$ cat config.mk
export PLATFORM = sky130hd
export DESIGN_NAME = rtc_calendar_counter_unit
export DESIGN_NICKNAME = d
export VERILOG_FILES = /design/src/design/rtcc_pkg.sv /design/src/design/rtcc_next_state.sv /design/src/design/rtc_calendar_counter_unit.sv
export VERILOG_INCLUDE_DIRS = /design/src /design/src/design
export SDC_FILE = /design/constraint.sdc
export NUM_CORES = 1
export LEC_CHECK = 0
export BUFFER_PORTS_ARGS = -buffer_cell sky130_fd_sc_hd__buf_4
export CORE_MARGIN = 4
export CORE_UTILIZATION = 50
export CTS_BUF_LIST = sky130_fd_sc_hd__clkbuf_16
export CTS_CLUSTER_DIAMETER = 80
export CTS_CLUSTER_SIZE = 14
export DETAILED_ROUTE_END_ITERATION = 8
export PLACE_DENSITY = 0.7
export SLEW_MARGIN = 40
export SYNTH_ARGS = -nofsm -noshare
export SYNTH_HDL_FRONTEND = slang
export SYNTH_SLANG_ARGS = --single-unit
$ cat constraint.sdc
create_clock -name clock -period 9.7 [get_ports clock]
set_input_delay 0.97 -clock clock [delete_from_list [all_inputs] [get_ports clock]]
set_output_delay 0.97 -clock clock [all_outputs]
set_load 0.02 [all_outputs]
$ cat src/design/rtc_calendar_counter_unit_defines.svh
// assertion macros shared by the real-time clock and calendar design
`ifndef RTC_CALENDAR_COUNTER_UNIT_DEFINES_SVH
`define RTC_CALENDAR_COUNTER_UNIT_DEFINES_SVH

// same-cycle implication, checked on the clock, off while in reset
`define RTCC_ASSERT_IMPL(label, ante, cons, msg) \
   label: assert property (@(posedge clock) disable iff (reset) (ante) |-> (cons)) \
      else $error(msg);

// next-cycle implication, checked on the clock, off while in reset
`define RTCC_ASSERT_NEXT(label, ante, cons, msg) \
   label: assert property (@(posedge clock) disable iff (reset) (ante) |=> (cons)) \
      else $error(msg);

`endif

$ cat src/design/rtcc_pkg.sv
// types, constants and month table for the real-time clock and calendar
`timescale 1ns / 1ps
`default_nettype none

package rtcc_pkg;

   localparam int unsigned OPCODE_WIDTH = 3;
   localparam int unsigned LOAD_WIDTH   = 14;
   localparam int unsigned CSR_INDEX_WIDTH = 3;
   localparam int unsigned CSR_DATA_WIDTH  = 13;

   localparam logic [12:0] TPS_MIN   = 13'd8;
   localparam logic [12:0] TPS_MAX   = 13'd4096;
   localparam logic [12:0] TPS_RESET = 13'd800;

   localparam logic [6:0]  HUNDREDTHS_LAST = 7'd99;
   localparam logic [5:0]  SECOND_LAST  = 6'd59;
   localparam logic [5:0]  MINUTE_LAST  = 6'd59;
   localparam logic [4:0]  HOUR_LAST    = 5'd23;
   localparam logic [3:0]  MONTH_LAST   = 4'd12;
   localparam logic [13:0] YEAR_LAST    = 14'd9999;
   localparam logic [4:0]  DAY_LAST     = 5'd31;
   localparam logic [2:0]  WEEKDAY_LAST = 3'd7;
   localparam logic [3:0]  WEEK_DAYS    = 4'd7;

   typedef enum logic [OPCODE_WIDTH-1:0] {
      OP_TICK         = 3'd0,
      OP_LOAD_HOUR    = 3'd1,
      OP_LOAD_MINUTE  = 3'd2,
      OP_LOAD_MONTH   = 3'd3,
      OP_LOAD_YEAR    = 3'd4,
      OP_LOAD_DAY     = 3'd5,
      OP_LOAD_WEEKDAY = 3'd6,
      OP_LOAD_SECOND  = 3'd7
   } opcode_type;

   typedef enum logic [CSR_INDEX_WIDTH-1:0] {
      CSR_TICKS_PER_SECOND = 3'd0,
      CSR_ALARM_ENABLE     = 3'd1,
      CSR_ALARM_WEEKDAY    = 3'd2,
      CSR_ALARM_HOUR       = 3'd3,
      CSR_ALARM_MINUTE     = 3'd4
   } csr_index_type;

   typedef struct packed {
      logic [12:0] ticks_per_second;
      logic        alarm_enable;
      logic [2:0]  alarm_weekday;
      logic [4:0]  alarm_hour;
      logic [5:0]  alarm_minute;
   } cfg_type;

   typedef struct packed {
      logic [11:0] subsecond;
      logic [6:0]  hundredths;
      logic [5:0]  second;
      logic [5:0]  minute;
      logic [4:0]  hour;
      logic [4:0]  day;
      logic [3:0]  month;
      logic [13:0] year;
      logic [2:0]  weekday;
      logic [5:0]  chime;
      logic        led;
      logic        buzzer;
   } state_type;

   localparam cfg_type CFG_RESET = '{
      ticks_per_second: TPS_RESET,
      alarm_enable:     1'b0,
      alarm_weekday:    3'd0,
      alarm_hour:       5'd0,
      alarm_minute:     6'd0
   };

   localparam state_type STATE_RESET = '{
      subsecond:  12'd0,
      hundredths: 7'd0,
      second:     6'd30,
      minute:     6'd30,
      hour:       5'd14,
      day:        5'd24,
      month:      4'd12,
      year:       14'd2019,
      weekday:    3'd2,
      chime:      6'd0,
      led:        1'b0,
      buzzer:     1'b0
   };

   // days in a month, zero for codes that name no month
   function automatic logic [4:0] month_days(input logic [3:0] month, input logic leap);
      logic [4:0] days;
      begin
         case (month)
            4'd1, 4'd3, 4'd5, 4'd7, 4'd8, 4'd10, 4'd12: days = 5'd31;
            4'd4, 4'd6, 4'd9, 4'd11:                      days = 5'd30;
            4'd2:                                          days = leap ? 5'd29 : 5'd28;
            default:                                       days = 5'd0;
         endcase
         return days;
      end
   endfunction

endpackage

`default_nettype wire

$ cat src/design/rtcc_next_state.sv
// next clock and calendar state for one tick or load word
`timescale 1ns / 1ps
`default_nettype none

module rtcc_next_state
   import rtcc_pkg::*;
(
   input  state_type         cur_state,
   input  cfg_type           cfg,
   input  opcode_type        opcode,
   input  logic [LOAD_WIDTH-1:0] load_value,
   output state_type         nxt_state
);

   logic [12:0] tps_sat;
   logic [11:0] tps_less_one;
   logic        second_tick;
   logic [5:0]  day_inc;
   logic [4:0]  len;
   logic [3:0]  weekday_inc;
   logic        alarm_hit;

   always_comb begin
      tps_sat = cfg.ticks_per_second;
      if (tps_sat < TPS_MIN) begin
         tps_sat = TPS_MIN;
      end
      if (tps_sat > TPS_MAX) begin
         tps_sat = TPS_MAX;
      end
      tps_less_one = 12'(tps_sat - 13'd1);
   end

   always_comb begin
      nxt_state   = cur_state;
      second_tick = 1'b0;
      day_inc     = {1'b0, cur_state.day} + 6'd1;
      weekday_inc = {1'b0, cur_state.weekday} + 4'd1;
      len         = month_days(cur_state.month, cur_state.year[1:0] == 2'b00);
      alarm_hit   = 1'b0;

      unique case (opcode)
         OP_TICK: begin
            if (cur_state.subsecond[2:0] == 3'd0) begin
               nxt_state.hundredths = (cur_state.hundredths >= HUNDREDTHS_LAST) ?
                                      7'd0 : cur_state.hundredths + 7'd1;
            end
            if (cur_state.subsecond == 12'd0) begin
               nxt_state.subsecond = tps_less_one;
               second_tick = 1'b1;
            end else begin
               nxt_state.subsecond = cur_state.subsecond - 12'd1;
            end
         end
         OP_LOAD_HOUR: begin
            if (load_value <= {9'd0, HOUR_LAST}) nxt_state.hour = load_value[4:0];
         end
         OP_LOAD_MINUTE: begin
            if (load_value <= {8'd0, MINUTE_LAST}) nxt_state.minute = load_value[5:0];
         end
         OP_LOAD_MONTH: begin
            if (load_value >= 14'd1 && load_value <= {10'd0, MONTH_LAST}) begin
               nxt_state.month = load_value[3:0];
            end
         end
         OP_LOAD_YEAR: begin
            if (load_value <= YEAR_LAST) nxt_state.year = load_value;
         end
         OP_LOAD_DAY: begin
            if (load_value >= 14'd1 && load_value <= {9'd0, DAY_LAST}) begin
               nxt_state.day = load_value[4:0];
            end
         end
         OP_LOAD_WEEKDAY: begin
            if (load_value >= 14'd1 && load_value <= {11'd0, WEEKDAY_LAST}) begin
               nxt_state.weekday = load_value[2:0];
            end
         end
         OP_LOAD_SECOND: begin
            if (load_value <= {8'd0, SECOND_LAST}) nxt_state.second = load_value[5:0];
         end
      endcase

      // one second gone: led, hourly chime, then the carry chain
      if (second_tick) begin
         nxt_state.led = ~cur_state.led;
         if (cur_state.minute == 6'd0 && cur_state.chime < {cur_state.hour, 1'b0}) begin
            nxt_state.buzzer = ~cur_state.buzzer;
            nxt_state.chime  = cur_state.chime + 6'd1;
         end
         if (cur_state.second >= SECOND_LAST) begin
            nxt_state.second = 6'd0;
            nxt_state.chime  = 6'd0;
            if (cur_state.minute >= MINUTE_LAST) begin
               nxt_state.minute = 6'd0;
               if (cur_state.hour >= HOUR_LAST) begin
                  nxt_state.hour    = 5'd0;
                  nxt_state.weekday = (weekday_inc > {1'b0, WEEKDAY_LAST}) ?
                                      3'(weekday_inc - WEEK_DAYS) : weekday_inc[2:0];
                  if (day_inc > {1'b0, len} && len != 5'd0) begin
                     nxt_state.day = 5'(day_inc - {1'b0, len});
                     if (cur_state.month >= MONTH_LAST) begin
                        nxt_state.month = 4'd1;
                        nxt_state.year  = (cur_state.year >= YEAR_LAST) ?
                                          14'd0 : cur_state.year + 14'd1;
                     end else begin
                        nxt_state.month = cur_state.month + 4'd1;
                     end
                  end else begin
                     nxt_state.day = day_inc[4:0];
                  end
               end else begin
                  nxt_state.hour = cur_state.hour + 5'd1;
               end
            end else begin
               nxt_state.minute = cur_state.minute + 6'd1;
            end
         end else begin
            nxt_state.second = cur_state.second + 6'd1;
         end
      end

      // alarm looks at the time after the tick
      alarm_hit = (opcode == OP_TICK) && cfg.alarm_enable &&
                  (cfg.alarm_weekday == 3'd0 || cfg.alarm_weekday == nxt_state.weekday) &&
                  cfg.alarm_hour == nxt_state.hour && cfg.alarm_minute == nxt_state.minute &&
                  nxt_state.subsecond == 12'd0;
      if (alarm_hit) begin
         nxt_state.buzzer = ~nxt_state.buzzer;
      end
   end

endmodule

`default_nettype wire

$ cat src/design/rtc_calendar_counter_unit.sv
// real-time clock and calendar top level: state, config and result registers
//
// req channel: one word per tick or load. req_tuser carries the opcode
// (tick, or load of hour, minute, month, year, day, weekday, second) and
// req_tdata the load value, ignored on a tick; out-of-range loads change nothing.
// rsp channel: exactly one word per accepted req word, holding the full time,
// date, hundredths, led and buzzer levels as they stand after that word.
// csr channel: register index and data; 0 ticks per second (saturated to
// 8..4096), 1 alarm enable, 2 alarm weekday (0 any), 3 alarm hour, 4 minute.
// Write it only while no word is in flight.
// rsp_tvalid rises in the cycle after req acceptance; one word is taken per
// cycle while the result register is not stalled.
// A stalled rsp holds its word and req_tready drops only while the result
// register is full and not being taken.
// Reset restores 14:30:30, December 24 2019, weekday 2, 800 ticks per second,
// alarm off, led and buzzer low, and empties the result register.
`timescale 1ns / 1ps
`default_nettype none
`include "rtc_calendar_counter_unit_defines.svh"

module rtc_calendar_counter_unit
   import rtcc_pkg::*;
(
   input  logic        clock,
   input  logic        reset,

   input  logic        req_tvalid,
   output logic        req_tready,
   input  logic [15:0] req_tdata,   // load_value [13:0], zero pad [15:14]
   input  logic [2:0]  req_tuser,   // opcode [2:0]

   output logic        rsp_tvalid,
   input  logic        rsp_tready,
   output logic [55:0] rsp_tdata,   // second_now [5:0], minute_now [11:6],
                                    // hour_now [16:12], day_now [21:17],
                                    // month_now [25:22], year_now [39:26],
                                    // weekday_now [42:40], hundredths_now [49:43],
                                    // led_level [50], buzzer_level [51], pad [55:52]

   input  logic                       csr_valid,
   output logic                       csr_ready,
   input  logic [CSR_INDEX_WIDTH-1:0] csr_index,
   input  logic [CSR_DATA_WIDTH-1:0]  csr_data
);

   state_type  state_ff;
   state_type  state_in;
   cfg_type    cfg_ff;
   logic       rsp_tvalid_ff;
   logic [55:0] rsp_tdata_ff;
   logic       in_accept;
   opcode_type opcode;

   assign opcode     = opcode_type'(req_tuser);
   assign req_tready = !rsp_tvalid_ff || rsp_tready;
   assign in_accept  = req_tvalid && req_tready;
   assign csr_ready  = 1'b1;
   assign rsp_tvalid = rsp_tvalid_ff;
   assign rsp_tdata  = rsp_tdata_ff;

   rtcc_next_state u_next_state (
      .cur_state  (state_ff),
      .cfg        (cfg_ff),
      .opcode     (opcode),
      .load_value (req_tdata[LOAD_WIDTH-1:0]),
      .nxt_state  (state_in)
   );

   always_ff @(posedge clock) begin
      if (reset) begin
         cfg_ff <= CFG_RESET;
      end else if (csr_valid && csr_ready) begin
         case (csr_index_type'(csr_index))
            CSR_TICKS_PER_SECOND: cfg_ff.ticks_per_second <= csr_data;
            CSR_ALARM_ENABLE:     cfg_ff.alarm_enable     <= csr_data[0];
            CSR_ALARM_WEEKDAY:    cfg_ff.alarm_weekday    <= csr_data[2:0];
            CSR_ALARM_HOUR:       cfg_ff.alarm_hour       <= csr_data[4:0];
            CSR_ALARM_MINUTE:     cfg_ff.alarm_minute     <= csr_data[5:0];
            default: ;
         endcase
      end
   end

   always_ff @(posedge clock) begin
      if (reset) begin
         state_ff <= STATE_RESET;
      end else if (in_accept) begin
         state_ff <= state_in;
      end
   end

   always_ff @(posedge clock) begin
      if (reset) begin
         rsp_tvalid_ff <= 1'b0;
      end else if (in_accept) begin
         rsp_tvalid_ff <= 1'b1;
      end else if (rsp_tready) begin
         rsp_tvalid_ff <= 1'b0;
      end
   end

   always_ff @(posedge clock) begin
      if (in_accept) begin
         rsp_tdata_ff <= {4'd0, state_in.buzzer, state_in.led, state_in.hundredths,
                          state_in.weekday, state_in.year, state_in.month,
                          state_in.day, state_in.hour, state_in.minute, state_in.second};
      end
   end

   `RTCC_ASSERT_IMPL(a_stall_blocks_req, rsp_tvalid_ff && !rsp_tready, !req_tready, "req taken while result register stalled")
   `RTCC_ASSERT_NEXT(a_accept_gives_rsp, in_accept, rsp_tvalid_ff, "accepted word gave no result")
   `RTCC_ASSERT_IMPL(a_time_in_range, 1'b1, state_ff.second < 6'd60 && state_ff.minute < 6'd60 && state_ff.hour < 5'd24, "time field out of range")
   `RTCC_ASSERT_NEXT(a_led_only_on_tick, !(in_accept && opcode == OP_TICK), $stable(state_ff.led) && $stable(state_ff.subsecond), "led or subsecond moved without a tick")
   `RTCC_ASSERT_IMPL(a_rsp_mirrors_state, rsp_tvalid_ff, rsp_tdata_ff[5:0] == state_ff.second && rsp_tdata_ff[51] == state_ff.buzzer, "result word differs from clock state")

endmodule

`default_nettype wire
==> results of run 1 <==
sequential cells by signal (all words and copies together) (netlist names):
name	flops
state_ff	70
rsp_tdata	52
cfg_ff	28
rsp_tvalid	1
area by class of cell:
type                    count  area [um^2]
fillers                  1558         7070
multi-input cells         794         5000
inverters                  29          111
flip-flops and latches    151         3540
well taps                 225          282
clock inverters            15          188
clock buffers              17          425
repair buffers             97          736
cell usage after synthesis (all sizes together) (11+ instances only):
master / count
inv: 29
dfxtp: 99
edfxtp: 52
ha: 25
buf: 19
a211oi: 12
a211o: 23
mux2i: 34
and2: 16
clkbuf: 42
nand2: 131
xnor2: 11
o21ai: 47
nand3: 41
nor2: 106
and3: 26
a21oi: 70
o211ai: 11
nor4: 17
nand4: 13
nor3: 31
cell families after synthesis:
family / synth area share (%)
AOI/OAI and AO/OA: 20.3
xor gates and xnor gates: 2.07
adders and majority gates: 3.74
buffers and inverters: 4.25
DFF: 39.9
muxes: 4.59
other: 0.0845
and+or+nand+nor: 25.1
how the worst max path moves through the flow:
stage,from,endpoint,cells after the start
after floorplan,rsp_tready,rsp_tdata[0],5
after global placement,req_tuser[2],state_ff[23],10
after detailed placement,req_tuser[2],state_ff[23],10
after CTS,state_ff[58],rsp_tdata[51],13
after global routing,state_ff[58],rsp_tdata[51],13
final,state_ff[58],rsp_tdata[51],13
critical path: stages, from the launching register on:
cell and delay (ns):
dfxtp_1 0.36, nor3_2 0.48, nand4_2 0.57, nor3_1 0.43
a21oi_1 0.14, ha_1 0.26, nor2b_1 0.17, o311a_1 0.18
nand4_1 0.11, mux2_2 0.35, a211oi_1 0.36, nand4_1 0.25
or3_1 0.44, o211ai_1 0.20
per-layer routing:
layer	track usage, %	vias to the layer above	wire length, um
met5	0	-	0
met4	5.97	0	303
met3	3.74	28	1340
met2	38.1	232	10900
met1	33.1	3775	10700
li1	-	3910	-
per-stage QoR:
step | area (um^2) | power [W] | std cells | hold slack [ns]
3_5_place_dp | 9650 | 0.000982 | 1295 | 0.477
2_1_floorplan | 8900 | 0.000901 | 1035 | 0.449
4_1_cts | 10300 | 0.00167 | 1327 | 0.487
3_3_place_gp | 9640 | 0.000978 | 1295 | 0.466
5_1_grt | 10300 | 0.00173 | 1328 | 0.515
6_report | 10300 | 0.00166 | 1328 | 0.487
power breakdown:
group | internal (W) | switching [W]
registers | 0.000689 | 0.0000282
clock network | 0.000426 | 0.000262
logic | 0.0000960 | 0.000162
total | 0.00121 | 0.000452
==> flow_summary.toml, run 1 <==
[hold_path]
min_path_type = "register to register"
worstHoldEndpoint = "state_ff[57]"
hp-start = "state_ff[57]"
hold_depth = 2

[timing]
final.period_utilization_pct = 45.9
finalMaxSlewViolations = 0
post-route-worst-setup-slack_ns = 5.25
setup_viol = 0
clock_skew_ns = 0.0101
tightest_slew_ns = 0.785
hold_viol = 0
min_period_ns = 4.45
rsz0062_at_grt = "no"
fmax_ghz = 0.225
tns_ns = 0
relSlewSlack_pct = 47.7

[logic_synthesis]
async_flop_share_pct = 0
ys_ff_latch = 151
yosysWarnings = 0
syn_area_mm2 = 0.00889
synthCells = 1032
synth_edf_count = 52
yosys-top-cells-area = "dfxtp_1 (22%), edfxtp_1 (18%), nand2_1 (5.5%), nor2_1 (4.5%), a21oi_1 (3.9%)"
yosysTopAreaCell = "dfxtp_1"
synth_ff_type = "dfxtp_1"
ys_types = 80
avgSynthCellArea_um2 = 8.61
yosysSeqAreaShare_pct = 39.9
synth_top_area_share_pct = 22.3

[die]
die-width_um = 141
core-area_mm2 = 0.0174
start_util_pct = 51.2
rows = 48
ioPinCount = 99
die-area_mm2 = 0.0200
die_y_um = 141

[clock_network]
postCtsSetupBuffers = 0
cts.path.max_buffers = 2
root_buffer = "clkbuf_16"
clkTransAtPathRegs_ns = 0.06
h-tree-depth = 4
cts_resized = 0
ctsHoldBuffers = 0
cts.sinks = 151
cts_tree = "built"
insertion_delay_ns = 0.43
cts-buffers-inserted = 17

[pwr]
peakVddDrop_uv = 126
power.density_mw_per_mm2 = 162
leakage_nw = 4.08

[worst_setup_path]
cp-end-kind = "register"
crit_fanout = 19
reg2regPathDepth = 13
setup.worst_path.class = "register to register"
reg2reg_to = "rsp_tdata[51]"
ff2ff_setup_slack_ns = 5.25
crit_required_ns = 9.96
cp.arrival_ns = 4.72
crit-reg2reg-launch = "state_ff[58]"
start_kind = "register"

[detailed_routing]
wire_per_inst_um = 17.5
via_per_inst = 5.98
finalWirelength_um = 23200
first_pass_iters = 5
drcViolationCount = 0
vias = 7945
postRouteAntennaNets = 0
dr.first_iter.drc_count = 670

[final_layout]
final_cell_mix = "nand2_1 (129), nor2_1 (106), dfxtp_1 (99), buf_4 (95), a21oi_1 (70)"
final_util_pct = 59.3
syn_to_final_growth_pct = 15.7
antenna_cells = 0
final_common_cell = "nand2_1"
drive_gt1_share_pct = 14.6
nets = 1156

[grt]
grt_pass1_wl_um = 38300
grt_usage_pct = 23.5
grt_start_max_net_pins = 77
grt_pass1_vias = 7356
grt_overflow = 0
antenna_found_initial = 0

[placement]
routabilityCongestion = 0.940
port_buffers = 91
pre_cts_slack_ns = 5.15
dp_hpwl_um = 16100

[outcome]
status = "finished clean"

[job]
max-cap-violations = 0
No activity file was read; power rests on OpenSTA's default activity.
==> run 2, diff against run 1 <==
--- a/config.mk
+++ b/config.mk
@@ -13,7 +13,7 @@
 export CTS_CLUSTER_DIAMETER = 80
 export CTS_CLUSTER_SIZE = 14
 export DETAILED_ROUTE_END_ITERATION = 8
-export PLACE_DENSITY = 0.7
+export PLACE_DENSITY = 0.72
 export SLEW_MARGIN = 40
 export SYNTH_ARGS = -nofsm -noshare
 export SYNTH_HDL_FRONTEND = slang
==> constraint.sdc (replaced) <==
create_clock -name clock -period 4.04 [get_ports clock]
set_input_delay 0.404 -clock clock [delete_from_list [all_inputs] [get_ports clock]]
set_output_delay 0.404 -clock clock [all_outputs]
set_load 0.02 [all_outputs]
==> flow_summary.toml, run 2 (synthesis gave the netlist of run 1 again) <==
[outcome]
status = "finished clean"

[placement]
routabilityCongestion = 0.916
port_buffers = 91
pre_cts_slack_ns = 0.0797
dpl.cell_count = 1311
dp_hpwl_um = 16600

[grt]
antenna_found_initial = 0
grt_use_met2_pct = 38.4
grt_overflow = 0
grt_usage_pct = 23.2
grt_pass1_wl_um = 37900
top_usage_layer = "met2"
met3_usage_pct = 3.74
grtUsageMet1_pct = 31.7
grt_pass1_vias = 7343
grt_start_max_net_pins = 68

[clock_network]
cts.path.max_buffers = 2
cts-buffers-inserted = 17
cts.sinks = 151
cts_tree = "built"
root_buffer = "clkbuf_16"
insertion_delay_ns = 0.42
h-tree-depth = 4
clkTransAtPathRegs_ns = 0.06
postCtsSetupBuffers = 0

[hold_path]
hp-start = "csr_data[9]"
worstHoldEndpoint = "cfg_ff[24]"
hold_depth = 3
min_path_type = "input pin to register"

[pwr]
combPwrFrac_pct = 16.6
leakage_nw = 4.14
seqPwrFrac_pct = 45.1
p_int_w = 0.00273
clkPwrFrac_pct = 38.3
power.density_mw_per_mm2 = 369
p_sw_share_pct = 28.4
peakVddDrop_uv = 283
switching_power_w = 0.00108
finalPower_w = 0.00381

[final_layout]
syn_to_final_growth_pct = 16.2
nets = 1171
drive_gt1_share_pct = 15.9
final_cell_mix = "nand2_1 (128), buf_4 (112), nor2_1 (105), dfxtp_1 (99), a21oi_1 (70)"
antenna_cells = 0
final_common_cell = "nand2_1"
largest_reg_flops = 70
finalNonFillerCells = 1343
regMostFlops = "state_ff"

[worst_setup_path]
ff2ff_setup_slack_ns = 0.19
cpPeakStageDelay_ns = 0.57
crit_family = "simple AND/OR/NAND/NOR gates"
path_cells = "or4_4 > nor3_2 > nor3_1 > a21oi_1 > ha_1 > nor2b_1 > o311a_1 > nand3_1 > or3_1 > a211oi_2 > nand4_1 > or3_1 > o211ai_1"
critPathBufInv = 0
reg2reg_to = "rsp_tdata[51]"
start_kind = "register"
setup.worst_path.class = "register to register"
cp.arrival_ns = 4.12
path_depth = 13
cp-end-kind = "register"
cpMostUsedCell = "or3_1"
critPathSlowestCell = "or4_4"
crit-reg2reg-launch = "cfg_ff[21]"
crit_fanout = 5
reg2regPathDepth = 13
crit_required_ns = 4.30

[timing]
tightest_slew_ns = 0.805
final.period_utilization_pct = 95.4
finalMaxSlewViolations = 0
rsz0062_at_grt = "yes"
setup_viol = 0
post-route-worst-setup-slack_ns = 0.187
tns_ns = 0
clock_skew_ns = 0.00678
min_period_ns = 3.85
fmax_ghz = 0.260
relSlewSlack_pct = 45.7
hold_viol = 0
whs_ns = 0.191

[detailed_routing]
drcViolationCount = 0
dr.first_iter.drc_count = 680
via_per_inst = 6.02
finalWirelength_um = 23700
postRouteAntennaNets = 0
first_pass_iters = 5
wire_per_inst_um = 17.6
vias = 8081

[die]
ioPinCount = 99
start_util_pct = 51.2
core-area_mm2 = 0.0174
die-area_mm2 = 0.0200
die_y_um = 141
rows = 48
die-width_um = 141

[job]
max-cap-violations = 0
-- run 2: changes by cell type in the layout (fill, tap and decap cells not counted), sizes merged --
cell	before	now
clkinv	4	5
clkinvlp	5	0
clkbuf	17	19
inv	31	37
bufinv	4	0
buf	97	112
-- run 2: through the flow --
step / area (um^2) / utilization [%]
6_report: 10300 / 59.5
3_3_place_gp: 9760 / 56.3
3_5_place_dp: 9760 / 56.3
4_1_cts: 10300 / 59.3
2_1_floorplan: 8900 / -
5_1_grt: 10300 / 59.5
-- run 2: worst max path at each step --
stage                from             to  slack, ns
4_1_cts        cfg_ff[21]  rsp_tdata[51]       0.04
3_3_place_gp   cfg_ff[21]  rsp_tdata[51]       0.20
6_report       cfg_ff[21]  rsp_tdata[51]       0.19
3_5_place_dp   cfg_ff[21]  rsp_tdata[51]       0.08
5_1_grt        cfg_ff[21]  rsp_tdata[51]      -0.06
2_1_floorplan  cfg_ff[19]  rsp_tdata[51]       0.49
-- run 2: area by class of cell --
type / count / area [um^2]
clock buffer: 19 / 475
clock inverter: 13 / 58.8
fill: 1537 / 7030
inverter: 29 / 111
multi-input combinational: 794 / 5010
sequential: 151 / 3540
tap: 225 / 282
timing repair buffer: 112 / 841
-- run 2: timing repair --
item                       in CTS  in global routing
setup endpoints to repair       0                 18
gates resized for setup         0                  8
hold buffers                    0                  0
-- run 2: tightest hold or removal path: stages --
cell	delay, ns
buf_4	0.07
nand2_1	0.04
nand3b_1	0.07
-- run 2: power by group through the flow --
stage / clock, W / combinational, W / sequential, W
final: 0.00146 / 0.000634 / 0.00172
after global placement: 0 / 0.000618 / 0.00175
after floorplan: 0 / 0.000390 / 0.00177
after global routing: 0.00155 / 0.000687 / 0.00173
after CTS: 0.00148 / 0.000626 / 0.00172
after detailed placement: 0 / 0.000623 / 0.00175
-- run 2: metal layers --
| layer | vias to the layer above | wire length, um |
|---|---|---|
| met5 | - | 0 |
| met4 | 0 | 325 |
| met3 | 32 | 1530 |
| met2 | 293 | 11100 |
| met1 | 3815 | 10800 |
| li1 | 3941 | - |
==> run 3, diff against run 2 <==
--- a/config.mk
+++ b/config.mk
@@ -8,12 +8,12 @@
 export LEC_CHECK = 0
 export BUFFER_PORTS_ARGS = -buffer_cell sky130_fd_sc_hd__buf_4
 export CORE_MARGIN = 4
-export CORE_UTILIZATION = 50
+export CORE_UTILIZATION = 40
 export CTS_BUF_LIST = sky130_fd_sc_hd__clkbuf_16
 export CTS_CLUSTER_DIAMETER = 80
 export CTS_CLUSTER_SIZE = 14
 export DETAILED_ROUTE_END_ITERATION = 8
-export PLACE_DENSITY = 0.72
+export PLACE_DENSITY = 0.6
 export SLEW_MARGIN = 40
 export SYNTH_ARGS = -nofsm -noshare
 export SYNTH_HDL_FRONTEND = slang
==> flow_summary.toml, run 3 (synthesis gave the netlist of run 1 again) <==
[clock_network]
cts.sinks = 151
ctsHoldBuffers = 0
cts.path.max_buffers = 2
clkTransAtPathRegs_ns = 0.06
insertion_delay_ns = 0.43
cts-buffers-inserted = 17
cts_tree = "built"
h-tree-depth = 4
root_buffer = "clkbuf_16"

[grt]
grt_pass1_wl_um = 39100
grt_pass1_vias = 7445
antenna_found_initial = 0
grt_usage_pct = 19.8
grt_overflow = 0
grt_start_max_net_pins = 78

[final_layout]
regMostFlops = "state_ff"
nets = 1179
stdcell_area_mm2 = 0.0105
syn_to_final_growth_pct = 18.1
final_common_cell = "nand2_1"
fillers = 2110
largest_reg_flops = 70
drive_gt1_share_pct = 16.7
antenna_cells = 0
final_cell_mix = "nand2_1 (129), buf_4 (120), nor2_1 (104), dfxtp_1 (98), a21oi_1 (70)"

[pwr]
power.density_mw_per_mm2 = 380
switching_power_w = 0.00112
leakage_nw = 4.18
seqPwrFrac_pct = 43.2
combPwrFrac_pct = 16.2
p_sw_share_pct = 28.2
p_int_w = 0.00286
peakVddDrop_uv = 284
clkPwrFrac_pct = 40.7
finalPower_w = 0.00398

[worst_setup_path]
crit_fanout = 4
critPathSlowestCell = "or4_4"
path_cells = "or4_4 > nor3_2 > nor3_1 > a21oi_1 > ha_1 > nor2b_1 > o311a_1 > nand3_1 > or3_1 > a211oi_2 > nand4_1 > or3_1 > o211ai_1"
start_kind = "register"
crit_required_ns = 4.31
setup.worst_path.class = "register to register"
cpPeakStageDelay_ns = 0.58
ff2ff_setup_slack_ns = 0.17
critPathBufInv = 0
cp-end-kind = "register"
cpMostUsedCell = "or3_1"
cp.arrival_ns = 4.13
crit_family = "simple AND/OR/NAND/NOR gates"

[placement]
port_buffers = 91
routabilityCongestion = 0.887
placed_area_mm2 = 0.00988
dp_hpwl_um = 17200

[timing]
rsz0062_at_grt = "no"
tightest_slew_ns = 0.821
setup_viol = 0
min_period_ns = 3.87
relSlewSlack_pct = 45.3
fmax_ghz = 0.258
final.period_utilization_pct = 95.8
tns_ns = 0
finalMaxSlewViolations = 0
clock_skew_ns = 0.0149
hold_viol = 0

[detailed_routing]
via_per_inst = 5.69
finalWirelength_um = 24500
met3_length_um = 1450
met1Wirelength_um = 11500
first_pass_iters = 6
wire_per_inst_um = 17.4
vias = 8006
drcViolationCount = 0
postRouteAntennaNets = 0
dr.first_iter.drc_count = 640
dr.max_layer_used = "met4"
dr_wl_met2_um = 11000

[die]
start_util_pct = 40.7
ioPinCount = 99
core-area_mm2 = 0.0218
rows = 54
die-area_mm2 = 0.0247
die-width_um = 157
die_y_um = 157

[outcome]
status = "finished clean"

[hold_path]
min_path_type = "input pin to register"

[job]
max-cap-violations = 0
==> run 3: cell types whose count changed in the layout (fill, tap and decap cells not counted), sizes merged <==
cell and change:
clkinvlp +2, inv -6, bufinv +3, clkbuf -2, clkinv +3, buf +8
==> run 3: layer usage <==
| layer | vias to the layer above | GRT usage (%) |
|---|---|---|
| li1 | 3955 | - |
| met1 | 3764 | 28.0 |
| met2 | 249 | 30.4 |
| met3 | 38 | 3.30 |
| met4 | 0 | 7.25 |
| met5 | - | 0 |
==> run 3: power by group through the flow <==
| stage | Clock, W | Combinational (W) | Sequential [W] |
|---|---|---|---|
| CTS | 0.00165 | 0.000638 | 0.00172 |
| global route | 0.00172 | 0.000706 | 0.00173 |
| floorplan | 0 | 0.000390 | 0.00177 |
| detailed placement | 0 | 0.000633 | 0.00175 |
| global placement | 0 | 0.000627 | 0.00175 |
| finish | 0.00162 | 0.000645 | 0.00172 |
==> run 3: path summary, 6_finish.rpt <==
kind,startpoint,end,cells after the start
max,cfg_ff[19],rsp_tdata[51],13
min,csr_data[9],cfg_ff[24],3
max reg2reg,cfg_ff[19],rsp_tdata[51],13
min reg2reg,state_ff[57],state_ff[57],2
==> run 3: cell type report <==
cell class | instances | area, um^2 | share of cell area [%]
well taps | 280 | 350 | 3.34
multi-input cells | 794 | 5010 | 47.7
flip-flops and latches | 151 | 3540 | 33.8
inverters | 29 | 114 | 1.08
clock buffers | 17 | 425 | 4.05
repair buffers | 120 | 901 | 8.58
clock inverters | 15 | 158 | 1.50
==> run 3: tightest hold or removal path, stage by stage <==
cell	delay (ns)
buf_4	0.08
nand2_1	0.04
nand3b_1	0.06
==> run 3: per-stage QoR <==
| stage | setup slack [ns] | utilization, % | hold slack (ns) | std cells |
|---|---|---|---|---|
| after global routing | 0.0177 | 48.1 | 0.190 | 1406 |
| after floorplan | 0.488 | - | 0.449 | 1035 |
| after detailed placement | 0.102 | 45.3 | 0.472 | 1372 |
| after CTS | 0.0816 | 48.0 | 0.174 | 1404 |
| final | 0.171 | 48.1 | 0.188 | 1406 |
| after global placement | 0.141 | 45.3 | 0.460 | 1372 |
==> run 3: what timing repair did <==
item	CTS	global route
setup buffers	0	2
resized for setup	1	5
pin swaps	0	1
endpoints found under the hold margin	0	0
endpoints found under the setup margin	1	28
